<file path="src/hw/rtl/rcws_pkg.sv">
// ----------------------------------------------------------------------------
// rcws_pkg
// Shared types, constants and helpers for the record control word swapper.
// ----------------------------------------------------------------------------
package rcws_pkg;

  localparam int WORD_BYTES = 4;
  localparam int WORD_W     = 8 * WORD_BYTES;
  localparam int BODY_W     = 23;

  typedef logic [WORD_W-1:0] word_t;
  typedef logic [BODY_W-1:0] body_cnt_t;

  // Record phase: what the next word of the stream is expected to be.
  typedef enum logic [2:0] {
    PH_LEAD  = 3'd0,
    PH_DATA1 = 3'd1,
    PH_DATA2 = 3'd2,
    PH_BODY  = 3'd3,
    PH_TRAIL = 3'd4
  } phase_t;

  // Formatted result of one word.
  typedef struct packed {
    word_t word;
    logic  is_control;
    logic  record_end;
  } rcws_res_t;

  // Sequencer status, visible to the top level for checking.
  typedef struct packed {
    phase_t    phase;
    body_cnt_t body_left;
  } rcws_stat_t;

  function automatic word_t reverse_bytes(input word_t w);
    word_t r;
    r = '0;
    for (int i = 0; i < WORD_BYTES; i++) begin
      r[8*(WORD_BYTES-1-i) +: 8] = w[8*i +: 8];
    end
    return r;
  endfunction

endpackage

</file>
<file path="src/hw/rtl/record_control_word_swapper.sv">
// ----------------------------------------------------------------------------
// record_control_word_swapper
// Registered path: input register, then result register. Throughput: one
//   word per cycle while the output is not stalled, set by the phase/count
//   update between the two registers.
// Reset (synchronous, rst_n low): both stages empty, phase waits for a
//   leading control word, body count zero.
// ----------------------------------------------------------------------------
module record_control_word_swapper (
  input  logic                clk,
  input  logic                rst_n,
  input  logic                in_valid,
  output logic                in_stall,
  input  rcws_pkg::word_t     in_word,
  output logic                out_valid,
  input  logic                out_stall,
  output rcws_pkg::word_t     out_word,
  output logic                out_is_control,
  output logic                out_record_end
);
  import rcws_pkg::*;

  // Input stage
  logic       s1_valid_r;
  word_t      s1_word_r;

  // Result stage
  logic       out_valid_r;
  rcws_res_t  out_res_r;

  rcws_res_t  res;
  rcws_stat_t stat;

  logic out_free;   // result register may load this cycle
  logic adv;        // input stage word moves to the result register
  logic in_xfer;    // input transfer

  assign out_free = !out_valid_r || !out_stall;
  assign adv      = s1_valid_r && out_free;
  // Input stage can take a word when empty or when its word moves on.
  assign in_stall = s1_valid_r && !out_free;
  assign in_xfer  = in_valid && !in_stall;

  rcws_seq u_seq (
    .clk   (clk),
    .rst_n (rst_n),
    .adv   (adv),
    .word  (s1_word_r),
    .res   (res),
    .stat  (stat)
  );

  always_ff @(posedge clk) begin
    if (!rst_n) begin
      s1_valid_r  <= 1'b0;
      out_valid_r <= 1'b0;
    end else begin
      if (in_xfer) begin
        s1_valid_r <= 1'b1;
      end else if (adv) begin
        s1_valid_r <= 1'b0;
      end
      if (out_free) begin
        out_valid_r <= s1_valid_r;
      end
    end
  end

  // Payload registers, no reset.
  always_ff @(posedge clk) begin
    if (in_xfer) begin
      s1_word_r <= in_word;
    end
    if (adv) begin
      out_res_r <= res;
    end
  end

  assign out_valid      = out_valid_r;
  assign out_word       = out_res_r.word;
  assign out_is_control = out_res_r.is_control;
  assign out_record_end = out_res_r.record_end;

  // Record end only ever comes with a swapped control word.
  a_end_is_ctl: assert property (@(posedge clk) disable iff (!rst_n)
    out_valid_r |-> (!out_res_r.record_end || out_res_r.is_control))
    else $error("record_end without is_control");

  // The body phase always has words left to pass.
  a_body_nonzero: assert property (@(posedge clk) disable iff (!rst_n)
    (stat.phase == PH_BODY) |-> (stat.body_left != '0))
    else $error("body phase with zero count");

  // A trailing control word returns the tracker to the leading control word.
  a_trail_to_lead: assert property (@(posedge clk) disable iff (!rst_n)
    (adv && stat.phase == PH_TRAIL) |=> (stat.phase == PH_LEAD))
    else $error("phase did not return to leading control");

  // A word held at the input stage while the result stalls is kept.
  a_hold_s1: assert property (@(posedge clk) disable iff (!rst_n)
    in_stall |=> (s1_valid_r && $stable(s1_word_r)))
    else $error("input stage lost a word under stall");

endmodule

</file>
<file path="src/hw/rtl/rcws_seq.sv">
// ----------------------------------------------------------------------------
// rcws_seq
// Record phase tracker and word formatter. Holds phase and body count,
// advances them on each word that moves into the result register.
// ----------------------------------------------------------------------------
module rcws_seq (
  input  logic               clk,
  input  logic               rst_n,
  input  logic               adv,
  input  rcws_pkg::word_t    word,
  output rcws_pkg::rcws_res_t res,
  output rcws_pkg::rcws_stat_t stat
);
  import rcws_pkg::*;

  phase_t    phase_r,     phase_nxt;
  body_cnt_t body_left_r, body_left_nxt;
  body_cnt_t body_dec;

  assign body_dec = body_left_r - body_cnt_t'(1);

  // Next state
  always_comb begin
    phase_nxt     = phase_r;
    body_left_nxt = body_left_r;
    unique case (phase_r)
      PH_DATA1: phase_nxt = PH_DATA2;
      PH_DATA2: begin
        // Body length is 2*floor(L/8), L = word[31:8].
        body_left_nxt = {1'b0, word[WORD_W-1:11], 1'b0};
        phase_nxt     = (word[WORD_W-1:11] != '0) ? PH_BODY : PH_TRAIL;
      end
      PH_BODY: begin
        body_left_nxt = body_dec;
        if (body_dec == '0) begin
          phase_nxt = PH_TRAIL;
        end
      end
      PH_TRAIL: phase_nxt = PH_LEAD;
      default:  phase_nxt = PH_DATA1;
    endcase
  end

  // Outputs
  always_comb begin
    res.word       = word;
    res.is_control = 1'b0;
    res.record_end = 1'b0;
    unique case (phase_r)
      PH_DATA1, PH_DATA2, PH_BODY: begin
        res.word = word;
      end
      PH_TRAIL: begin
        res.word       = reverse_bytes(word);
        res.is_control = 1'b1;
        res.record_end = 1'b1;
      end
      default: begin
        res.word       = reverse_bytes(word);
        res.is_control = 1'b1;
      end
    endcase
  end

  always_ff @(posedge clk) begin
    if (!rst_n) begin
      phase_r     <= PH_LEAD;
      body_left_r <= '0;
    end else if (adv) begin
      phase_r     <= phase_nxt;
      body_left_r <= body_left_nxt;
    end
  end

  assign stat.phase     = phase_r;
  assign stat.body_left = body_left_r;

endmodule

</file>
<file path="config.mk">
export PLATFORM = sky130hd
export DESIGN_NAME = record_control_word_swapper
export DESIGN_NICKNAME = d
export VERILOG_FILES = /design/src/hw/rtl/rcws_pkg.sv /design/src/hw/rtl/record_control_word_swapper.sv /design/src/hw/rtl/rcws_seq.sv
export SDC_FILE = /design/constraint.sdc
export NUM_CORES = 1
export LEC_CHECK = 0
export BUFFER_PORTS_ARGS = -buffer_cell sky130_fd_sc_hd__buf_2
export CORE_AREA = 2 2 116 73
export DETAILED_ROUTE_END_ITERATION = 12
export DIE_AREA = 0 0 118 75
export PLACE_DENSITY = 0.79
export SETUP_SLACK_MARGIN = 0.15
export SYNTH_ARGS = -nofsm -noshare
export SYNTH_HDL_FRONTEND = slang
export SYNTH_SLANG_ARGS = --single-unit
</file>
<file path="constraint.sdc">
create_clock -name clk -period 3.3 [get_ports clk]
set_clock_uncertainty 0.05 [all_clocks]
set_input_delay 0.165 -clock clk [delete_from_list [all_inputs] [get_ports clk]]
set_output_delay 0.165 -clock clk [all_outputs]
set_load 0.02 [all_outputs]
</file>
# ---- Yosys cells after proc, flatten, opt, wreduce, memory -nomap -nowiden
# Cells that the tools add are included.
dict set report totals {
  reg_bits 94
  in_bits 36
  output_inout_bits 36
  wordCells 38
}
dict set report op_classes {
  n_addsub 1
  eq_ne 5
  n_mux 9
  n_reduce_logical 15
}
# operator n
set ops {}
lappend ops {{23-bit one-hot mux with 2 select lines} 1}
lappend ops {{32-bit two-way mux} 1}
lappend ops {{23-bit logical NOT} 1}
lappend ops {{23-bit by 1-bit subtractor with 23-bit output, second input constant} 1}
lappend ops {{21-bit nonzero test} 1}
lappend ops {{3-bit one-hot mux with 4 select lines} 1}
lappend ops {{3-bit by 2-bit equality test with 1-bit output, second input constant} 2}
lappend ops {{3-bit two-way mux} 2}
lappend ops {{1-bit logical NOT} 4}
lappend ops {{1-bit two-way mux} 4}
lappend ops {{2-bit AND reduction} 2}
lappend ops {{2-bit nonzero test} 2}
lappend ops {{3-bit by 1-bit equality test with 1-bit output, second input constant} 1}
lappend ops {{3-bit equality test, second input constant} 1}
lappend ops {{1-bit logical AND} 3}
lappend ops {{3-bit OR reduction} 1}
lappend ops {{2-bit by 1-bit != test with 1-bit output, second input constant} 1}
lappend ops {{1-bit logical OR} 1}

# ---- Logic depth before layout (Yosys ltp)
# Gate-level depths: netlist of run 1.
dict set report logic_depth {
  ltp_word 7
  mapped_depth 8
  depth_no_buf 8
}

# ---- Cells and area by module
# From an unflattened synthesis of run 1, not the netlist that was laid out.
dict set report unflattened {
  hier_cells 368
  hier_area_um2 4357.9
}
# mod instances cells_each area_each_um2 seq_area_each_um2
set modules_own_cells {}
lappend modules_own_cells {rcws_seq 1 294 2292.2 520.5}
lappend modules_own_cells {record_control_word_swapper 1 74 2065.7 2021.9}

# ---- Worst setup path after synthesis of run 1
# Ideal clock, no wire load.
dict set report synth_timing {
  path_type {reg2reg}
  start {register out_valid_r, in the netlist out_valid}
  end {register s1_word_r[0] (enable)}
  setup_ns 0.424
  arrival_time_ns 2.112
  required_ns 2.826
  setup_slack_ns 0.714
  path_stages_with_launch 3
  path_buffers 0
  synth_period_minus_slack_ns 2.586
  cell_sequence {dfxtp_1 -> and3_1 -> nor2b_1}
}
dict set report synth_via {
  elab_chain_cells 6
}
# element line_no
set synth_rtl {}
lappend synth_rtl {{start: declaration} record_control_word_swapper.sv:28} ;# logic out_valid_r;
lappend synth_rtl {{start signal: assignment} record_control_word_swapper.sv:64} ;# out_valid_r <= s1_valid_r;
lappend synth_rtl {{1-bit logical NOT} record_control_word_swapper.sv:38} ;# assign out_free = !out_valid_r || !out_stall;
lappend synth_rtl {{1-bit logical OR} record_control_word_swapper.sv:38}
lappend synth_rtl {{1-bit logical NOT} record_control_word_swapper.sv:41} ;# assign in_stall = s1_valid_r && !out_free;
lappend synth_rtl {{1-bit logical AND} record_control_word_swapper.sv:41}
lappend synth_rtl {{named net in_stall} record_control_word_swapper.sv:13} ;# output logic in_stall,
lappend synth_rtl {{1-bit logical NOT} record_control_word_swapper.sv:42} ;# assign in_xfer = in_valid && !in_stall;
lappend synth_rtl {{1-bit logical AND} record_control_word_swapper.sv:42}
lappend synth_rtl {{named net in_xfer} record_control_word_swapper.sv:36} ;# logic in_xfer;
lappend synth_rtl {{end signal: assignment} record_control_word_swapper.sv:72} ;# s1_word_r <= in_word;
lappend synth_rtl {{end: declaration} record_control_word_swapper.sv:25} ;# word_t s1_word_r;
# The timed path passes the listed nets, and every way through them passes these cells.
# A chain may end at the register's enable or synchronous reset.

# ---- Worst setup path in the final report of run 1
dict set report layout_timing {
  start {register u_seq.body_left_r[1]}
  end {register u_seq.phase_r[1]}
}
dict set report layout_via {
  elab_chain_cells 4
}
# element line_no
set layout_rtl {}
lappend layout_rtl {{start: declaration} rcws_seq.sv:17} ;# body_cnt_t body_left_r, body_left_nxt;
lappend layout_rtl {{start signal: assignment} rcws_seq.sv:71} ;# body_left_r <= body_left_nxt;
lappend layout_rtl {{23-bit by 1-bit subtractor with 23-bit output} rcws_seq.sv:20} ;# assign body_dec = body_left_r - body_cnt_t'(1);
lappend layout_rtl {{23-bit logical NOT} rcws_seq.sv:35} ;# if (body_dec == '0) begin
lappend layout_rtl {{2-bit by 1-bit != test with 1-bit output (no source line)} --}
lappend layout_rtl {{2-bit AND reduction (no source line)} --}
lappend layout_rtl {{end signal: assignment} rcws_seq.sv:70} ;# phase_r <= phase_nxt;
lappend layout_rtl {{end: declaration} rcws_seq.sv:16} ;# phase_t phase_r, phase_nxt;
# Every way passes these cells.

==> results.yml, run 1 <==
synth:
  synth-seq-cells: 94
  synth_edf_count: 66
  synth_cells: 361
  synth_largest_area_cell: "edfxtp_1"
  async_reset_ff_share_pct: 0
  synth_top_area_share_pct: 46.3
  synthesis.nets: 399
  yosysMostFrequentCell: "edfxtp_1"
  synthFlopType: "edfxtp_1"
  avgSynthCellArea_um2: 11.9
  synthDistinctLibCells: 54
  synth.area.top_cells: "edfxtp_1 46%, dfxtp_1 13%, mux2_2 8.4%"
  synth_area_mm2: 0.00428
  seq_area_frac_synth_pct: 59.4
  ys_warn_count: 0
  synthTopCellsByCount: "66 x edfxtp_1, 34 x nor2_1, 32 x a21oi_1, 32 x mux2_2, 28 x dfxtp_1"
clock_network:
  cts_tree: "yes"
  cts_buffers: 9
  cts_resized: 0
  max-clock-path-buffers: 2
  clkSinkCount: 94
  htreeDepth: 3
  cts_root_buf: "clkbuf_16"
  insertion_delay_ns: 0.35
  clkTransAtPathRegs_ns: 0.07
power_and_ir_drop:
  powerDensity_mw_per_mm2: 533
  fin_total_pwr_mw: 2.88
  p_leak_nw: 2.09
  vdd_drop_max_uv: 394
die:
  start_util_pct: 55.4
  rows: 25
  die_h_um: 75
  dieArea_mm2: 0.00885
  chipWidth_um: 118
  ios: 72
  core_mm2: 0.00773
finish:
  area_growth_pct: 26.3
  fill_cells: 537
  n_antenna_cell: 0
  final_nets: 505
  stdcell_count: 580
  drive_gt1_share_pct: 29.2
  fin_util_pct: 70.0
  stdcell_area_mm2: 0.00541
timing:
  finalMaxSlewViolations: 0
  max_slew_margin_pct: 44.0
  hold_viol: 0
  finalCritPeriodShare_pct: 81.2
  setup-violations-final: 0
  rsz0062_at_grt: "no"
  max_freq_ghz: 0.373
  finalSetupTns_ns: 0
  layout_min_cycle_time_ns: 2.68
  tightest_slew_ns: 0.839
critical_path:
  reg2reg_slack_ns: 0.62
  path_class: "register to register"
  crit_path_start_kind: "register"
  critPathBufInv: 1
  cp_slowest_cell: "nor4_2"
  cp.arrival_ns: 2.82
  critPathLaunch: "u_seq.body_left_r[1]$_SDFFE_PN0P_"
  critPathTopFamily: "simple AND/OR/NAND/NOR gates"
  r2r-start: "u_seq.body_left_r[1]$_SDFFE_PN0P_"
  crit_chain: "inv_1 -> ha_1 -> nor3b_2 -> nand4_1 -> nor3_1 -> a31oi_1 -> nor4_2 -> a211oi_1"
  worstPathRequired_ns: 3.44
  max_stage_delay_ns: 0.41
  critPathMaxFanout: 8
  cp-end-kind: "register"
run:
  drv_cap: 0
drt:
  drc: 0
  postRouteAntennaNets: 0
  avgRoutedWirePerCell_um: 18.2
  wl_um: 10500
  drtIter0Drc: 410
  first_pass_iters: 5
  via_per_inst: 5.81
  vias: 3369
global_route:
  track_usage_pct: 25.3
  gr-total-overflow: 0
  grt_max_degree: 34
  grt_pass1_vias: 3330
  grt_pass1_wl_um: 17000
  antenna_found_initial: 0
place:
  place_inst: 531
  io_buffers: 71
  hpwl_um: 6950
  gp_congestion: 0.896
  place_area_mm2: 0.00477
hold_path:
  worstHoldStart: "out_stall"
  hp-class: "primary input to register"
run_status:
  status: "completed"
## routing by layer
layer	up-vias	GRT usage, %	routed length (um)
met2	157	39.9	4710
met5	-	0	0
met3	30	7.42	830
li1	1594	-	-
met4	0	7.36	208
met1	1588	34.8	4790
## final cells by class
type,instances,area [um2],share of cell area [%]
clock buffer,10,239,4.42
clock inverter,6,67.6,1.25
inverter,8,30.0,0.555
multi-input combinational,240,1630,30.2
sequential,94,2540,47.0
tap,108,135,2.50
timing repair buffer,114,761,14.1
## worst reg2reg max path: cells and delay by family (launching register included)
family          cells  cell delay [ns]
fa+ha+maj           1             0.29
simple gates        4             1.47
flops               1             0.38
compound gates      2             0.22
buf+inv             1             0.11
## placed cells by master (no fill, tap or decap), types with 10 or more instances in the layout
cell / Yosys / routed
buf_4: 0 / 10
buf_2: 4 / 71
mux2_2: 32 / 32
edfxtp_1: 66 / 66
a21oi_1: 32 / 32
nor3_1: 10 / 10
dlygate4sd3_1: 0 / 33
nor2_1: 34 / 34
dfxtp_1: 28 / 28
o21ai_0: 11 / 11
nand2_1: 25 / 25
## worst paths after layout
path         cells after the start                                  to
max reg2reg                      8       u_seq.phase_r[1]$_SDFFE_PN0P_
max                              8       u_seq.phase_r[1]$_SDFFE_PN0P_
min                              3              out_valid$_SDFFE_PN0P_
min reg2reg                      2  u_seq.body_left_r[12]$_SDFFE_PN0P_
## per-stage QoR
stage	hold WS, ns	setup WS [ns]
final	0.0242	0.620
after global routing	0.0774	0.379
after CTS	0.0189	0.734
after detailed placement	0.293	0.743
after global placement	0.292	0.834
after floorplan	0.214	0.714
## logic make-up (layout without fill, tap and decap cells)
group	after synthesis	in the layout	synth area share, %
simple gates	110	110	14.0
flops	94	94	59.4
compound gates	87	87	13.1
mux	32	32	8.41
buf+inv	27	138	2.66
xor+xnor	9	9	1.84
fa+ha+maj	2	2	0.584
## report_power, final
group          total, mW  internal, mW  switching (mW)
clock               1.06         0.612           0.446
combinational      0.433         0.191           0.242
sequential          1.39          1.34          0.0496
## state kept, by name (all words and copies together) (netlist names)
register / count
u_seq.body_left_r: 23
out_valid: 1
out_is_control: 1
s1_word_r: 32
u_seq.phase_r: 3
out_word: 32
out_record_end: 1
s1_valid_r: 1
## what timing repair did
| action | CTS | global route |
|---|---|---|
| hold buffers | 33 | 0 |
| setup buffers | 0 | 0 |
| endpoints found under the hold margin | 33 | 0 |
| setup endpoints to repair | 0 | 0 |
(Power assumes the default switching activity.)
==> inputs of run 2 (changes only) <==
--- a/config.mk
+++ b/config.mk
@@ -5,11 +5,12 @@
 export SDC_FILE = /design/constraint.sdc
 export NUM_CORES = 1
 export LEC_CHECK = 0
+export ABC_AREA = 1
 export BUFFER_PORTS_ARGS = -buffer_cell sky130_fd_sc_hd__buf_2
-export CORE_AREA = 2 2 116 73
+export CORE_AREA = 2 2 118 74
 export DETAILED_ROUTE_END_ITERATION = 12
-export DIE_AREA = 0 0 118 75
-export PLACE_DENSITY = 0.79
+export DIE_AREA = 0 0 120 76
+export PLACE_DENSITY = 0.78
 export SETUP_SLACK_MARGIN = 0.15
 export SYNTH_ARGS = -nofsm -noshare
 export SYNTH_HDL_FRONTEND = slang
==> constraint.sdc (replaced) <==
create_clock -name clk -period 2.5 [get_ports clk]
set_clock_uncertainty 0.05 [all_clocks]
set_input_delay 0.125 -clock clk [delete_from_list [all_inputs] [get_ports clk]]
set_output_delay 0.125 -clock clk [all_outputs]
set_load 0.02 [all_outputs]
==> run 2 against run 1 <==
  * Global-route usage increased by 0.54 points
  * First-iteration DRC count down 5.4%
  * Die area up 3.1%
  * Utilization decreased by 2.3 points
  * Maximum frequency grew 28%
  * Power is 35% higher
  * Hold slack improved by 0.012 ns
  * Sequential power increased by 32%
  * Area after synthesis increased by 2.5%
  * Critical path type unchanged
  * Combinational power increased by 60%
  * Flip-flop and latch count unchanged
==> results.yml, run 2 <==
global_route:
  gr-total-overflow: 0
  antenna_found_initial: 0
  track_usage_pct: 25.8
  grt_max_degree: 38
  grt_pass1_wl_um: 18200
  grt_pass1_vias: 3724
synth:
  synth_largest_area_cell: "edfxtp_1"
  synth_cells: 487
  avgSynthCellArea_um2: 9.02
  synth_top_area_share_pct: 45.1
  synth-seq-cells: 94
  synthFlopType: "edfxtp_1"
  synth_edf_count: 66
  ys_warn_count: 0
  seq_area_frac_synth_pct: 57.9
  synth.area.top_cells: "edfxtp_1 45%, dfxtp_1 13%, nand2_1 9.5%"
  async_reset_ff_share_pct: 0
  synthTopCellsByCount: "111 x nand2_1, 66 x edfxtp_1, 58 x o21ai_0"
  yosysMostFrequentCell: "nand2_1"
  synthDistinctLibCells: 28
  synthesis.nets: 525
  synth_area_mm2: 0.00439
die:
  dieArea_mm2: 0.00912
  die_h_um: 76
  core_mm2: 0.00817
  ios: 72
  chipWidth_um: 120
  rows: 26
  start_util_pct: 53.8
clock_network:
  clkSinkCount: 94
  insertion_delay_ns: 0.35
  max-clock-path-buffers: 2
  cts_buffers: 9
  cts_root_buf: "clkbuf_16"
  cts_setup_buffers: 0
  clkTransAtPathRegs_ns: 0.07
  cts_tree: "yes"
  htreeDepth: 3
run_status:
  status: "completed"
finish:
  drive_gt1_share_pct: 19.6
  n_antenna_cell: 0
  final_common_cell: "nand2_1"
  area_growth_pct: 25.9
  final_nets: 630
  final_cell_mix: "111 x nand2_1, 71 x buf_2, 66 x edfxtp_1, 58 x o21ai_0, 56 x inv_1"
  stdcell_area_mm2: 0.00553
  stdcell_count: 709
place:
  io_buffers: 71
  gp_congestion: 0.952
  place_inst: 660
  place_area_mm2: 0.00489
  hpwl_um: 7700
drt:
  postRouteAntennaNets: 0
  drc: 0
  first_pass_iters: 5
  avgRoutedWirePerCell_um: 15.8
  wl_um: 11200
  vias: 3869
  drtIter0Drc: 388
  via_per_inst: 5.46
timing:
  hold_viol: 0
  max_slew_margin_pct: 44.9
  finalSetupTns_ns: 0
  rsz0062_at_grt: "no"
  setup-violations-final: 0
  finalCritPeriodShare_pct: 83.8
  tightest_slew_ns: 0.826
  finalMaxSlewViolations: 0
  layout_min_cycle_time_ns: 2.09
  max_freq_ghz: 0.478
critical_path:
  max_stage_delay_ns: 0.34
  reg2reg_slack_ns: 0.41
  crit_path_start_kind: "register"
  cp-end-kind: "register"
  path_class: "register to register"
  crit_top_cell: "nand2_1"
  cp.arrival_ns: 2.29
  cp_slowest_cell: "dfxtp_1"
  critPathMaxFanout: 8
  worstPathRequired_ns: 2.70
  crit_chain: "inv_1 -> ha_4 -> nand2_2 -> nor2_8 -> nor2_2 -> nor2_2 -> nand2_1 -> nor2_1 -> nand2_1 -> nor2_1 -> nand3_1 -> nand2_2 -> nand3_1 -> nand2_1 -> inv_1"
power_and_ir_drop:
  p_leak_nw: 2.38
  powerDensity_mw_per_mm2: 703
  vdd_drop_max_uv: 349
run:
  drv_cap: 0
hold_path:
  hp-class: "primary input to register"
-- run 2: timing repair --
| item | CTS | global route |
|---|---|---|
| hold buffers | 33 | 0 |
| setup endpoints to repair | 0 | 3 |
| resized for setup | 0 | 2 |
| endpoints found under the hold margin | 33 | 0 |
-- run 2: cell families (layout without fill, tap and decap cells) --
family | count (synthesis) | count (layout) | synth area share (%)
flops | 94 | 94 | 57.9
simple gates | 209 | 209 | 22.1
buf+inv | 74 | 184 | 6.35
xor+xnor | 2 | 2 | 0.399
compound gates | 106 | 106 | 12.7
fa+ha+maj | 2 | 2 | 0.570
-- run 2: report_power, final --
part / internal (mW) / total, mW / switching, mW
combinational: 0.249 / 0.694 / 0.445
sequential: 1.78 / 1.83 / 0.0578
clock: 0.710 / 1.36 / 0.649
total: 2.74 / 3.89 / 1.15
-- run 2: critical path, delay by kind of cell (launching register included) --
kind / cells / cell delay [ns]
adders and majority gates: 1 / 0.23
DFF: 1 / 0.34
and+or+nand+nor: 12 / 1.10
buffers and inverters: 2 / 0.26
-- run 2: final cells by class --
| cell class | count | area [um2] |
|---|---|---|
| clock buffers | 9 | 225 |
| clock inverters | 7 | 71.3 |
| fillers | 608 | 2640 |
| inverters | 58 | 218 |
| multi-input cells | 319 | 1590 |
| flip-flops and latches | 94 | 2540 |
| well taps | 112 | 140 |
| repair buffers | 110 | 743 |
-- run 2: layer usage --
layer	wire (um)	track usage (%)
met2	5200	40.1
met5	0	0
met1	4760	34.5
met4	236	8.47
met3	1030	8.46
-- run 2: per-stage QoR --
stage | setup slack (ns) | total power, mW | utilization, % | hold slack (ns)
finish | 0.406 | 3.89 | 67.7 | 0.0361
floorplan | 0.401 | 2.31 | - | 0.174
global route | 0.185 | 4.05 | 67.7 | 0.0671
global placement | 0.475 | 2.48 | 59.9 | 0.251
CTS | 0.329 | 3.88 | 67.5 | 0.0277
detailed placement | 0.348 | 2.50 | 59.9 | 0.253
-- run 2: final timing paths --
check,to,cells after the start,startpoint
min reg2reg,u_seq.body_left_r[22]$_SDFFE_PN0P_,2,u_seq.body_left_r[22]$_SDFFE_PN0P_
min,out_valid$_SDFFE_PN0P_,3,out_stall
max reg2reg,u_seq.phase_r[0]$_SDFFE_PN0P_,15,u_seq.body_left_r[0]$_SDFFE_PN0P_
max,u_seq.phase_r[0]$_SDFFE_PN0P_,15,u_seq.body_left_r[0]$_SDFFE_PN0P_
